## config.mk

```make
export PLATFORM = sky130hd
export DESIGN_NAME = spbb_div
export DESIGN_NICKNAME = d
export VERILOG_FILES = /design/src/sv/spbb_pkg.sv /design/src/sv/spbb_div.sv
export SDC_FILE = /design/constraint.sdc
export NUM_CORES = 1
export LEC_CHECK = 0
export BUFFER_PORTS_ARGS = -buffer_cell sky130_fd_sc_hd__buf_4
export CAP_MARGIN = 20
export CORE_ASPECT_RATIO = 2
export CORE_MARGIN = 4
export CORE_UTILIZATION = 35
export CTS_CLUSTER_SIZE = 25
export DETAILED_ROUTE_END_ITERATION = 8
export PLACE_DENSITY = 0.58
export SLEW_MARGIN = 10
export SYNTH_ARGS = -nofsm -noshare
export SYNTH_HDL_FRONTEND = slang
export SYNTH_SLANG_ARGS = --single-unit
export TNS_END_PERCENT = 5
```

## constraint.sdc

```tcl
create_clock -name clk -period 4.1 [get_ports clk]
set_clock_uncertainty 0.2 [all_clocks]
set_input_delay 0.615 -clock clk [delete_from_list [all_inputs] [get_ports clk]]
set_output_delay 0.615 -clock clk [all_outputs]
set_load 0.05 [all_outputs]
```

## src/sv/spbb_pkg.sv

```systemverilog
`timescale 1ns / 1ps
// ----------------------------------------------------------------------------
// spbb_pkg: shared types and constants
// Widths, command and register codes, divider request/status structs.
// ----------------------------------------------------------------------------
package spbb_pkg;

    localparam int MAX_POINTS = 16;
    localparam int IDX_W      = $clog2(MAX_POINTS);
    localparam int CNT_W      = $clog2(MAX_POINTS + 1);

    localparam int PIDX_W     = 4;
    localparam int STRAIN_W   = 31;
    localparam int STRESS_W   = 32;
    localparam int X_W        = 32;
    localparam int TAN_W      = 48;
    localparam int PC_W       = 5;
    localparam int FS_W       = 6;
    localparam int CFG_IDX_W  = 1;
    localparam int CFG_DATA_W = 6;
    localparam int RAM_W      = STRAIN_W + STRESS_W;
    localparam int PROD_W     = STRAIN_W + STRESS_W;

    localparam int DIV_REM_W  = 31;
    localparam int DIV_NUM_W  = 47;
    localparam int DIV_CNT_W  = 6;

    localparam logic [DIV_CNT_W-1:0] SLOPE_STEPS  = 6'd47;
    localparam logic [DIV_CNT_W-1:0] INTERP_STEPS = 6'd32;

    localparam logic signed [TAN_W-1:0] T48_MAX = {1'b0, {(TAN_W-1){1'b1}}};
    localparam logic signed [TAN_W-1:0] T48_MIN = {1'b1, {(TAN_W-1){1'b0}}};
    localparam logic signed [STRESS_W-1:0] S32_MAX = {1'b0, {(STRESS_W-1){1'b1}}};
    localparam logic signed [STRESS_W-1:0] S32_MIN = {1'b1, {(STRESS_W-1){1'b0}}};

    localparam logic CMD_LOAD = 1'b0;
    localparam logic CMD_EVAL = 1'b1;

    localparam logic [CFG_IDX_W-1:0] CFG_POINT_COUNT = 1'd0;
    localparam logic [CFG_IDX_W-1:0] CFG_FLOOR_SHIFT = 1'd1;

    localparam logic [PC_W-1:0] POINT_COUNT_RST = 5'd2;
    localparam logic [FS_W-1:0] FLOOR_SHIFT_RST = 6'd30;

    typedef struct packed {
        logic                 start;
        logic [DIV_CNT_W-1:0] steps;
        logic [DIV_REM_W-1:0] rem_init;
        logic [DIV_NUM_W-1:0] num;
        logic [DIV_REM_W-1:0] divisor;
    } div_req_t;

    typedef struct packed {
        logic                 busy;
        logic                 done;
        logic [DIV_NUM_W-1:0] quot;
    } div_stat_t;

endpackage

```

## src/sv/spbb_div.sv

```systemverilog
`timescale 1ns / 1ps
// ----------------------------------------------------------------------------
// spbb_div: iterative restoring divider
// One quotient bit per cycle; remainder is preloaded, dividend bits shift in.
// ----------------------------------------------------------------------------
module spbb_div (
    input  logic                clk,
    input  logic                rst_n,
    input  spbb_pkg::div_req_t  req,
    output spbb_pkg::div_stat_t stat
);
    import spbb_pkg::*;

    logic                 busy_reg, busy_next;
    logic                 done_reg, done_next;
    logic [DIV_CNT_W-1:0] cnt_reg, cnt_next;
    logic [DIV_REM_W-1:0] rem_reg, rem_next;
    logic [DIV_NUM_W-1:0] num_reg, num_next;
    logic [DIV_NUM_W-1:0] quot_reg, quot_next;
    logic [DIV_REM_W-1:0] dvs_reg, dvs_next;

    logic [DIV_REM_W:0] trial;
    logic [DIV_REM_W:0] diff;
    logic               ge;

    assign trial = {rem_reg, num_reg[DIV_NUM_W-1]};
    assign diff  = trial - {1'b0, dvs_reg};
    assign ge    = (trial >= {1'b0, dvs_reg});

    always_comb
    begin
        busy_next = busy_reg;
        done_next = 1'b0;
        cnt_next  = cnt_reg;
        rem_next  = rem_reg;
        num_next  = num_reg;
        quot_next = quot_reg;
        dvs_next  = dvs_reg;
        if (req.start)
        begin
            busy_next = 1'b1;
            cnt_next  = req.steps;
            rem_next  = req.rem_init;
            num_next  = req.num;
            quot_next = '0;
            dvs_next  = req.divisor;
        end
        else if (busy_reg)
        begin
            rem_next  = ge ? diff[DIV_REM_W-1:0] : trial[DIV_REM_W-1:0];
            num_next  = {num_reg[DIV_NUM_W-2:0], 1'b0};
            quot_next = {quot_reg[DIV_NUM_W-2:0], ge};
            cnt_next  = cnt_reg - 1'b1;
            if (cnt_reg == DIV_CNT_W'(1))
            begin
                busy_next = 1'b0;
                done_next = 1'b1;
            end
        end
    end

    always_ff @(posedge clk or negedge rst_n)
    begin
        if (!rst_n)
        begin
            busy_reg <= 1'b0;
            done_reg <= 1'b0;
            cnt_reg  <= '0;
        end
        else
        begin
            busy_reg <= busy_next;
            done_reg <= done_next;
            cnt_reg  <= cnt_next;
        end
    end

    always_ff @(posedge clk)
    begin
        rem_reg  <= rem_next;
        num_reg  <= num_next;
        quot_reg <= quot_next;
        dvs_reg  <= dvs_next;
    end

    assign stat.busy = busy_reg;
    assign stat.done = done_reg;
    assign stat.quot = quot_reg;

endmodule

```

==> impl_metrics.yaml <==
run:
  drv_cap: 0
setup_path:
  reg2reg_slack_ps: 690
  worst_setup_path_start_kind: "register"
  setup.worst_path.start: "rem_reg[1]"
  required_ps: 4070
  endpoint: "rem_reg[3]"
  path_class: "reg2reg"
  end_kind: "register"
  crit_fanout: 59
  r2r_end: "rem_reg[3]"
  arrival_ps: 3370
  reg2reg_from: "rem_reg[1]"
  rr_worst_depth: 11
timing:
  worst_pin_slew_ps: 914
  finalMaxSlewViolations: 0
  slew_headroom_pct: 39.0
  fmax_ghz: 0.293
  hold_viol: 0
  finalSetupViolations: 0
  min_period_over_period_pct: 83.1
  setup_tns_ps: 0
  rsz0062_at_grt: "no"
  fin_crit_ps: 3410
pwr:
  seqPwrFrac_pct: 36.8
  p_per_area_nw_per_um2: 590
  p_int_mw: 4.01
  p_leak_nw: 4.69
  switching_power_mw: 2.12
  swShare_pct: 34.6
  clock_power_share_pct: 24.6
  combinationalPowerShare_pct: 38.5
  vdd_drop_max_mv: 0.290
  total_power_mw: 6.13
routing:
  ant_nets: 0
  viasPerCell: 5.01
  drt_iter0_markers: 273
  wire_per_inst_um: 17.3
  vias: 5955
  post-route-drc-count: 0
  drt_wl_total_mm: 20.5
  first_pass_iters: 4
clock_network:
  cts_tree: "built"
  cts-root-buf: "clkbuf_16"
  htreeDepth: 4
  clk_pin_slew_worst_paths_ps: 70
  clkSinkCount: 164
  insertion_delay_ps: 440
  cts-buffers-inserted: 17
  clk_path_buf_depth: 2
yosys:
  syn_inst: 734
  seq_area_frac_synth_pct: 53.3
  yosys.cell_types.count: 50
  synth_nets: 886
  ys_warn_count: 0
  synthTopCellsByCount: "109 x edfxtp_1, 73 x nor2_1, 60 x mux2_2"
  postSynthAreaPerCell_um2: 11.3
  synth_area_leaders: "edfxtp_1 39%, dfxtp_1 11%, mux2_2 8.2%"
  netlist_area_um2: 8290
  ys_seq_elements: 164
  synth_top_area_share_pct: 39.5
  ys.flop_type: "edfxtp_1"
  yosysTopAreaCell: "edfxtp_1"
  yosysMostFrequentCell: "edfxtp_1"
  async_reset_ff_share_pct: 4.88
  synth_edf_count: 109
place:
  gp_congestion: 0.828
  dp_hpwl_mm: 14.9
  dpl-instance-area_um2: 9840
  io_buffer_count: 166
floorplanning:
  die_w_um: 117
  io_pins: 167
  core_region_area_um2: 23300
  dieArea_um2: 26400
  start_util_pct: 35.5
  placement_rows: 79
  die_h_um: 226
final_layout:
  drive_gt1_share_pct: 29.6
  fin_area_um2: 10400
  fill_cells: 2278
  final_nets: 1044
  n_antenna_cell: 0
  area_growth_pct: 25.4
grt:
  grt_max_degree: 79
  grtUsageTotal_pct: 16.2
  grt_pass1_vias: 6271
  grt_antenna_before_repair: 0
  grt_pass1_wl_mm: 32.6
  grt_overflow_total: 0
hold_path:
  hp-class: "in2reg"
outcome:
  status: "finished, final reports clean"
==> cell usage in the layout (no fill, tap or decap), types with 5 or more instances in the layout <==
master / n
clkbuf_16: 17
mux2i_1: 46
edfxtp_1: 109
buf_4: 169
a21o_1: 15
dfrtp_1: 7
nand4_1: 8
xnor2_1: 13
nor2b_1: 5
a21oi_1: 38
o21ai_0: 41
o21a_1: 17
and3_1: 10
nor3_1: 10
xor2_1: 15
a221o_1: 6
ha_1: 33
dfxtp_1: 47
inv_1: 44
mux2_2: 60
nand2_1: 46
o211ai_1: 6
a211oi_1: 6
nor2_1: 73
==> how the worst min path moves through the flow <==
| stage | from | endpoint | slack [ps] | depth (start not counted) |
|---|---|---|---|---|
| after floorplan | rst_n | busy_reg | 120 | 0 |
| after global placement | rst_n | done_reg | 240 | 1 |
| after detailed placement | rst_n | done_reg | 240 | 1 |
| after CTS | req[8] | dvs_reg[8] | 120 | 1 |
| after global routing | req[23] | dvs_reg[23] | 120 | 1 |
| final | req[8] | dvs_reg[8] | 150 | 1 |
==> worst max-delay path: stages (launching register included) <==
cell and delay, ps:
edfxtp_1 400, ha_1 370, nor2b_1 170, o31a_1 280, o31a_1 300, o211ai_1 280
a31oi_1 170, nor4_4 240, buf_12 300, nor2_1 80, a211oi_1 260, a21oi_1 70
==> metrics by stage <==
step	hold slack, ps	util, %	setup WS [ps]	std cells
final	150	44.5	691	1188
after global routing	120	44.5	457	1188
after CTS	119	44.5	693	1188
after detailed placement	238	42.2	716	1155
after global placement	239	42.2	739	1155
after floorplan	119	-	707	734
==> what timing repair did <==
action | in CTS | in global routing
setup buffers | 0 | 0
endpoints found under the hold margin | 8 | 0
hold buffers | 1 | 0
gates resized for setup | 0 | 0
==> layer usage <==
metal	vias up	part of all wire, %	track usage (%)
li1	2964	-	-
met4	0	2.0	6.26
met1	2848	37	16.7
met2	119	56	30.0
met3	24	5.2	4.53
met5	-	0	0
==> final cells by class <==
type | instances | area [µm²] | share of cell area [%]
multi-input cells | 490 | 3560 | 34.2
inverters | 45 | 169 | 1.63
clock inverters | 12 | 106 | 1.02
well taps | 283 | 354 | 3.41
flip-flops and latches | 164 | 4420 | 42.5
repair buffers | 174 | 1350 | 13.0
clock buffers | 20 | 437 | 4.20
==> power by group through the flow <==
stage | registers (mW) | clock network [mW] | logic (mW)
global route | 2.29 | 1.63 | 2.65
CTS | 2.26 | 1.56 | 2.37
global placement | 2.29 | 0 | 2.35
detailed placement | 2.29 | 0 | 2.36
floorplan | 2.27 | 0 | 1.79
finish | 2.26 | 1.51 | 2.36
==> cells by family after synthesis <==
group	synth area share, %
flops	53.3
compound gates	11.5
fa+ha+maj	5.22
buf+inv	3.80
mux	13.7
xor+xnor	2.96
simple gates	9.57
(Power assumes the default switching activity.)
