### src/sv/spbb_ram.sv
`timescale 1ns / 1ps
// ----------------------------------------------------------------------------
// spbb_ram: generic single-port-write, single-port-read RAM
// One write and one registered read per cycle.
// ----------------------------------------------------------------------------
module spbb_ram #(
    parameter int WIDTH = 8,
    parameter int DEPTH = 16
) (
    input  logic                     clk,
    input  logic                     we,
    input  logic [$clog2(DEPTH)-1:0] waddr,
    input  logic [WIDTH-1:0]         wdata,
    input  logic [$clog2(DEPTH)-1:0] raddr,
    output logic [WIDTH-1:0]         rdata
);

    logic [WIDTH-1:0] mem [DEPTH];

    always_ff @(posedge clk)
    begin
        if (we)
        begin
            mem[waddr] <= wdata;
        end
        rdata <= mem[raddr];
    end

endmodule

### config.mk
export PLATFORM = sky130hd
export DESIGN_NAME = spbb_ram
export DESIGN_NICKNAME = d
export VERILOG_FILES = /design/src/sv/spbb_ram.sv
export SDC_FILE = /design/constraint.sdc
export NUM_CORES = 1
export LEC_CHECK = 0
export BUFFER_PORTS_ARGS = -buffer_cell sky130_fd_sc_hd__buf_2
export CORE_MARGIN = 4
export CORE_UTILIZATION = 58
export DETAILED_ROUTE_END_ITERATION = 10
export GPL_TIMING_DRIVEN = 1
export PLACE_DENSITY = 0.75
export SLEW_MARGIN = 0
export SYNTH_ARGS = -nofsm -noshare
export SYNTH_HDL_FRONTEND = slang
export SYNTH_SLANG_ARGS = --single-unit
### constraint.sdc
create_clock -name clk -period 2.2 [get_ports clk]
set_clock_uncertainty 0.2 [all_clocks]
set_input_delay 0.44 -clock clk [delete_from_list [all_inputs] [get_ports clk]]
set_output_delay 0.44 -clock clk [all_outputs]
set_load 0.01 [all_outputs]
==> results of run 1 <==
-- cell families (layout without fill, tap and decap cells) --
group | Yosys count | in the layout | share of synthesized area (%)
flip-flops | 136 | 136 | 77.8
multiplexers | 32 | 32 | 15.0
buffers and inverters | 10 | 82 | 1.68
AND/OR/NAND/NOR | 35 | 35 | 3.18
AO/OA/AOI/OAI | 16 | 16 | 2.33
-- power by group --
part,leakage [nW],switching (W),internal [W]
Sequential,1.22,0.0000185,0.00290
Clock,0.332,0.00101,0.00224
Combinational,0.617,0.000157,0.000123
-- layer usage --
metal  global-route usage (%)  share of wire [%]  vias up
li1                         -                  -     1093
met1                     28.7                 42     1269
met2                     32.0                 50       80
met3                     7.30                5.7       18
met4                     8.68                2.3        0
met5                        0                  0        -
-- registers in the layout (all words and copies together) (netlist names) --
name / count
rdata: 8
mem: 128
-- stage by stage --
step	cells	hold slack (ps)	utilization (%)	total power (W)	instance area, um2
floorplan	229	339	-	0.00312	5150
global placement	377	445	63.9	0.00324	5550
detailed placement	377	457	63.9	0.00325	5550
CTS	409	83.1	71.9	0.00649	6240
global route	409	95.6	71.9	0.00665	6240
finish	409	105	71.9	0.00645	6240
-- worst max-delay path by stage --
stage                                start                  end
after global routing      rdata[3]$_DFF_P_             rdata[3]
final                     rdata[3]$_DFF_P_             rdata[3]
after detailed placement          raddr[0]     rdata[0]$_DFF_P_
after global placement            raddr[0]     rdata[0]$_DFF_P_
after floorplan                   waddr[2]  mem[0][0]$_DFFE_PP_
after CTS                 rdata[3]$_DFF_P_             rdata[3]
-- cells in the mapped netlist --
cell / number / area [um2]
mux4_2: 18 / 405
buf_2: 3 / 15.0
a22oi_1: 16 / 120
or3b_2: 1 / 8.76
and2b_1: 1 / 7.51
mux4_1: 14 / 368
nand2_1: 9 / 33.8
nor3_1: 4 / 20.0
and2_1: 1 / 6.26
buf_6: 3 / 33.8
buf_4: 1 / 7.51
nor2b_1: 1 / 6.26
clkdlybuf4s25_2: 3 / 30.0
nand3_1: 1 / 5.00
edfxtp_1: 128 / 3840
nand3b_1: 2 / 15.0
dfxtp_1: 8 / 160
nor2_1: 13 / 48.8
nand2b_1: 2 / 12.5
-- final cells by class --
type | instances | area [um2] | area share, %
Clock buffer | 20 | 445 | 7.14
Clock inverter | 12 | 244 | 3.91
Multi-Input combinational cell | 83 | 1060 | 17.0
Sequential cell | 136 | 4000 | 64.2
Tap cell | 108 | 135 | 2.17
Timing Repair Buffer | 50 | 350 | 5.62
==> results.toml, run 1 <==
[sta]
rsz0062_at_grt = "no"
setup-violations-final = 0
setup_slack_ps = 530
worstMarginPinSlew_ps = 375
fin_crit_ps = 1670
max_slew_margin_pct = 75.0
finalCritPeriodShare_pct = 75.9
hold_violations = 0
drv_slew = 0
max_freq_mhz = 599
tns_ps = 0

[setup_path]
critical_path.startpoint_type = "flip-flop"
cpLargestDelayFamily = "flip-flops"
cp.buffers_inverters = 1
critPathMaxFanout = 1
reg2reg_setup_slack_ps = 560
critical_path_class = "flip-flop to primary output"
reg2reg_depth = 3
worstPathCellList = "buf_2"
crit_required_ps = 1560
slowest_delay_ps = 360
rr_endpoint = "rdata[2]$_DFF_P_"
critical_path.endpoint_type = "primary output"
cp_num_cells = 1
slowest_stage = "dfxtp_1"
crit_arrival_ps = 1030
rr_startpoint = "mem[1][2]$_DFFE_PP_"

[detailed_routing]
dr.pass1.iters = 4
wl_per_cell_um = 23.7
vias = 2460
drcViolationCount = 0
detail-route-antenna-nets = 0
wl_mm = 9.70
drtIter0Drc = 121
viasPerCell = 6.01

[cts]
post_cts_buffers = 0
htreeDepth = 4
worstSkewPairLatency_ps = 520
clock_path_buffers = 2
cts_tree = "yes"
clk_pin_slew_ps = 60
cts_resized = 0
clock_sinks = 136
root_buffer = "clkbuf_8"
ctsHoldBuffers = 0
cts_buffers = 17

[yosys]
synth.avg_cell_area_um2 = 22.5
yosys_warnings = 0
syn_inst = 229
ys_types = 19
syn_nets = 247
syn_area_mm2 = 0.00515
ys_seq_area_share_pct = 77.8
synth-seq-cells = 136

[status]
status = "completed"

[place]
port_buffers = 25
pre_cts_ws_ps = 98.7
hpwl_mm = 5.99
gp_congestion = 0.768

[global_route]
grt_pass1_vias = 2537
grt_use_total_pct = 21.2
overflow = 0
grt_pass1_wl_mm = 15.0
antenna_found_initial = 0
grt_max_degree = 33

[die]
core_area_mm2 = 0.00868
initial_core_util_pct = 59.3
die_h_um = 102
die_w_um = 102
num_io_pins = 26
fp.dieArea_mm2 = 0.0104
rows = 34

[power_and_ir_drop]
powerDensity_mw_per_mm2 = 1030
ir_drop_uv = 755
leakagePower_nw = 2.17

[cells_and_area]
layout_commonest_cell = "edfxtp_1"
fin_nets = 306
layout_common_cells = "128 x edfxtp_1, 25 x buf_2, 22 x buf_4"
diodes = 0
drive_gt1_share_pct = 33.2
area_growth_pct = 21.1
fill_cells = 528

[min_path]
hold_class = "input port to flip-flop"
whs_path_depth = 1
hold_end = "mem[9][2]$_DFFE_PP_"
min-delay-start = "wdata[2]"

[run]
maxCapViolations = 0
Power figures use the tool's default switching activity.
==> run 2: changes to the inputs <==
Settings changed: CORE_UTILIZATION 58 to 54, PLACE_DENSITY 0.75 to 0.73.
Clock period 2.2 ns to 1.5 ns, I/O delays scaled along.
==> run 2 against run 1 <==
Effect of this change: routed wire length increased by 8.3%; the flow now finishes with violations (negative setup slack); core utilization fell by 1.2 points; die area increased by 6.8%; first-iteration DRC count rose by 76%; combinational power grew 84%; total power rose by 45%; worst setup slack worse by 560 ps; count of clock-buffer cells in the layout unchanged; critical endpoint is now rdata[3]$_DFF_P_; final cell count rose by 11%; sequential power is 47% higher.
==> results.toml, run 2 (synthesized netlist as in run 1, its figures left out) <==
[global_route]
grt_use_total_pct = 20.8
grt_pass1_wl_mm = 16.5
antenna_found_initial = 0
overflow = 0
grt_pass1_vias = 2847
grt_max_degree = 22

[detailed_routing]
vias = 2617
dr.pass1.iters = 4
viasPerCell = 5.74
detail-route-antenna-nets = 0
drcViolationCount = 0
wl_per_cell_um = 23.0
wl_mm = 10.5
drtIter0Drc = 213

[status]
violations = "negative setup slack"
status = "finished, violations left"

[cts]
htreeDepth = 4
root_buffer = "clkbuf_8"
clock_sinks = 136
post_cts_buffers = 0
clk_pin_slew_ps = 60
clock_path_buffers = 2
worstSkewPairLatency_ps = 520
cts_buffers = 17
cts_tree = "yes"

[cells_and_area]
fin_nets = 332
layout_commonest_cell = "edfxtp_1"
area_growth_pct = 26.8
largest_register_ffs = 128
layout_common_cells = "128 x edfxtp_1, 37 x buf_4, 32 x mux4_2"
largestRegisters = "mem (128), rdata (8)"
stdcell_count = 456
drive_gt1_share_pct = 45.0
diodes = 0
fin_util_pct = 70.6
top_register = "mem"

[power_and_ir_drop]
powerDensity_mw_per_mm2 = 1430
power.total_w = 0.00935
ir_drop_uv = 843
leakagePower_nw = 2.24

[min_path]
min-delay-start = "waddr[3]"
whs_path_depth = 3
hold_class = "input port to flip-flop"
hold_end = "mem[3][0]$_DFFE_PP_"

[sta]
setup-violations-final = 4
max_freq_mhz = 653
worstMarginPinSlew_ps = 839
hold_violations = 0
drv_slew = 0
setup_slack_ps = -30.5
tns_ps = -62.2
finalCritPeriodShare_pct = 102
rsz0062_at_grt = "yes"
max_slew_margin_pct = 43.8
fin_crit_ps = 1530

[setup_path]
critical_path.startpoint_type = "flip-flop"
rr_startpoint = "mem[3][3]$_DFFE_PP_"
crit_required_ps = 1700
critical_path_class = "flip-flop to flip-flop"
reg2reg_depth = 3
rr_endpoint = "rdata[3]$_DFF_P_"
crit_arrival_ps = 1730
critical_path.endpoint_type = "flip-flop"
reg2reg_setup_slack_ps = -30
critPathMaxFanout = 1

[die]
core_area_mm2 = 0.00924
num_io_pins = 26
die_w_um = 106
rows = 35
fp.dieArea_mm2 = 0.0112
die_h_um = 106
initial_core_util_pct = 55.7

[place]
gp_congestion = 0.781
hpwl_mm = 6.41
port_buffers = 25
place_inst = 416

[run]
maxCapViolations = 0
[run 2: cell count changes in the layout (fill, tap and decap cells not counted), sizes merged]
| cell | change |
|---|---|
| buf | +18 |
| bufinv | -1 |
| clkinv | +2 |
| dlygate4sd3 | +8 |
| inv | -1 |
[run 2: layer usage]
layer	global-route usage [%]	share of wire [%]	up-vias
met4	7.77	0.89	0
met3	5.94	7.4	12
met5	0	0	-
met2	32.4	51	100
met1	28.2	40	1369
li1	-	-	1136
[run 2: through the flow]
stage	hold WS, ps	setup slack, ps	cell area (um2)
floorplan	199	-133	5180
global placement	466	-396	5750
detailed placement	465	-415	5750
CTS	130	-37.6	6510
global route	139	-74.1	6530
finish	149	-30.5	6530
[run 2: cell type report]
class	instances	area, um2
flip-flops and latches	136	4010
multi-input cells	83	1070
clock inverters	12	223
repair buffers	76	622
well taps	129	161
fillers	547	2710
clock buffers	20	435
[run 2: where the power goes]
group | switching (W) | internal, W
clock network | 0.00148 | 0.00308
logic | 0.000262 | 0.000252
registers | 0.0000294 | 0.00425
total | 0.00177 | 0.00758
[run 2: critical path: stages, from the launching register on]
cell      delay [ps]
edfxtp_1         370
mux4_2           470
a22oi_1          270
nand2_1          100
[run 2: how the worst max path moves through the flow]
stage	startpoint	endpoint	slack [ps]	depth (start not counted)
final	mem[3][3]$_DFFE_PP_	rdata[3]$_DFF_P_	-30	3
after global routing	mem[9][6]$_DFFE_PP_	rdata[6]$_DFF_P_	-70	4
after CTS	mem[11][6]$_DFFE_PP_	rdata[6]$_DFF_P_	-40	4
after detailed placement	raddr[0]	rdata[6]$_DFF_P_	-410	6
after global placement	raddr[0]	rdata[1]$_DFF_P_	-400	6
after floorplan	waddr[2]	mem[0][0]$_DFFE_PP_	-130	2
[run 2: what timing repair did]
item | in CTS | in global routing
hold buffers | 8 | 0
pin swaps | 1 | 2
gates resized for setup | 9 | 5
hold endpoints to repair | 128 | 0
endpoints found under the setup margin | 9 | 11
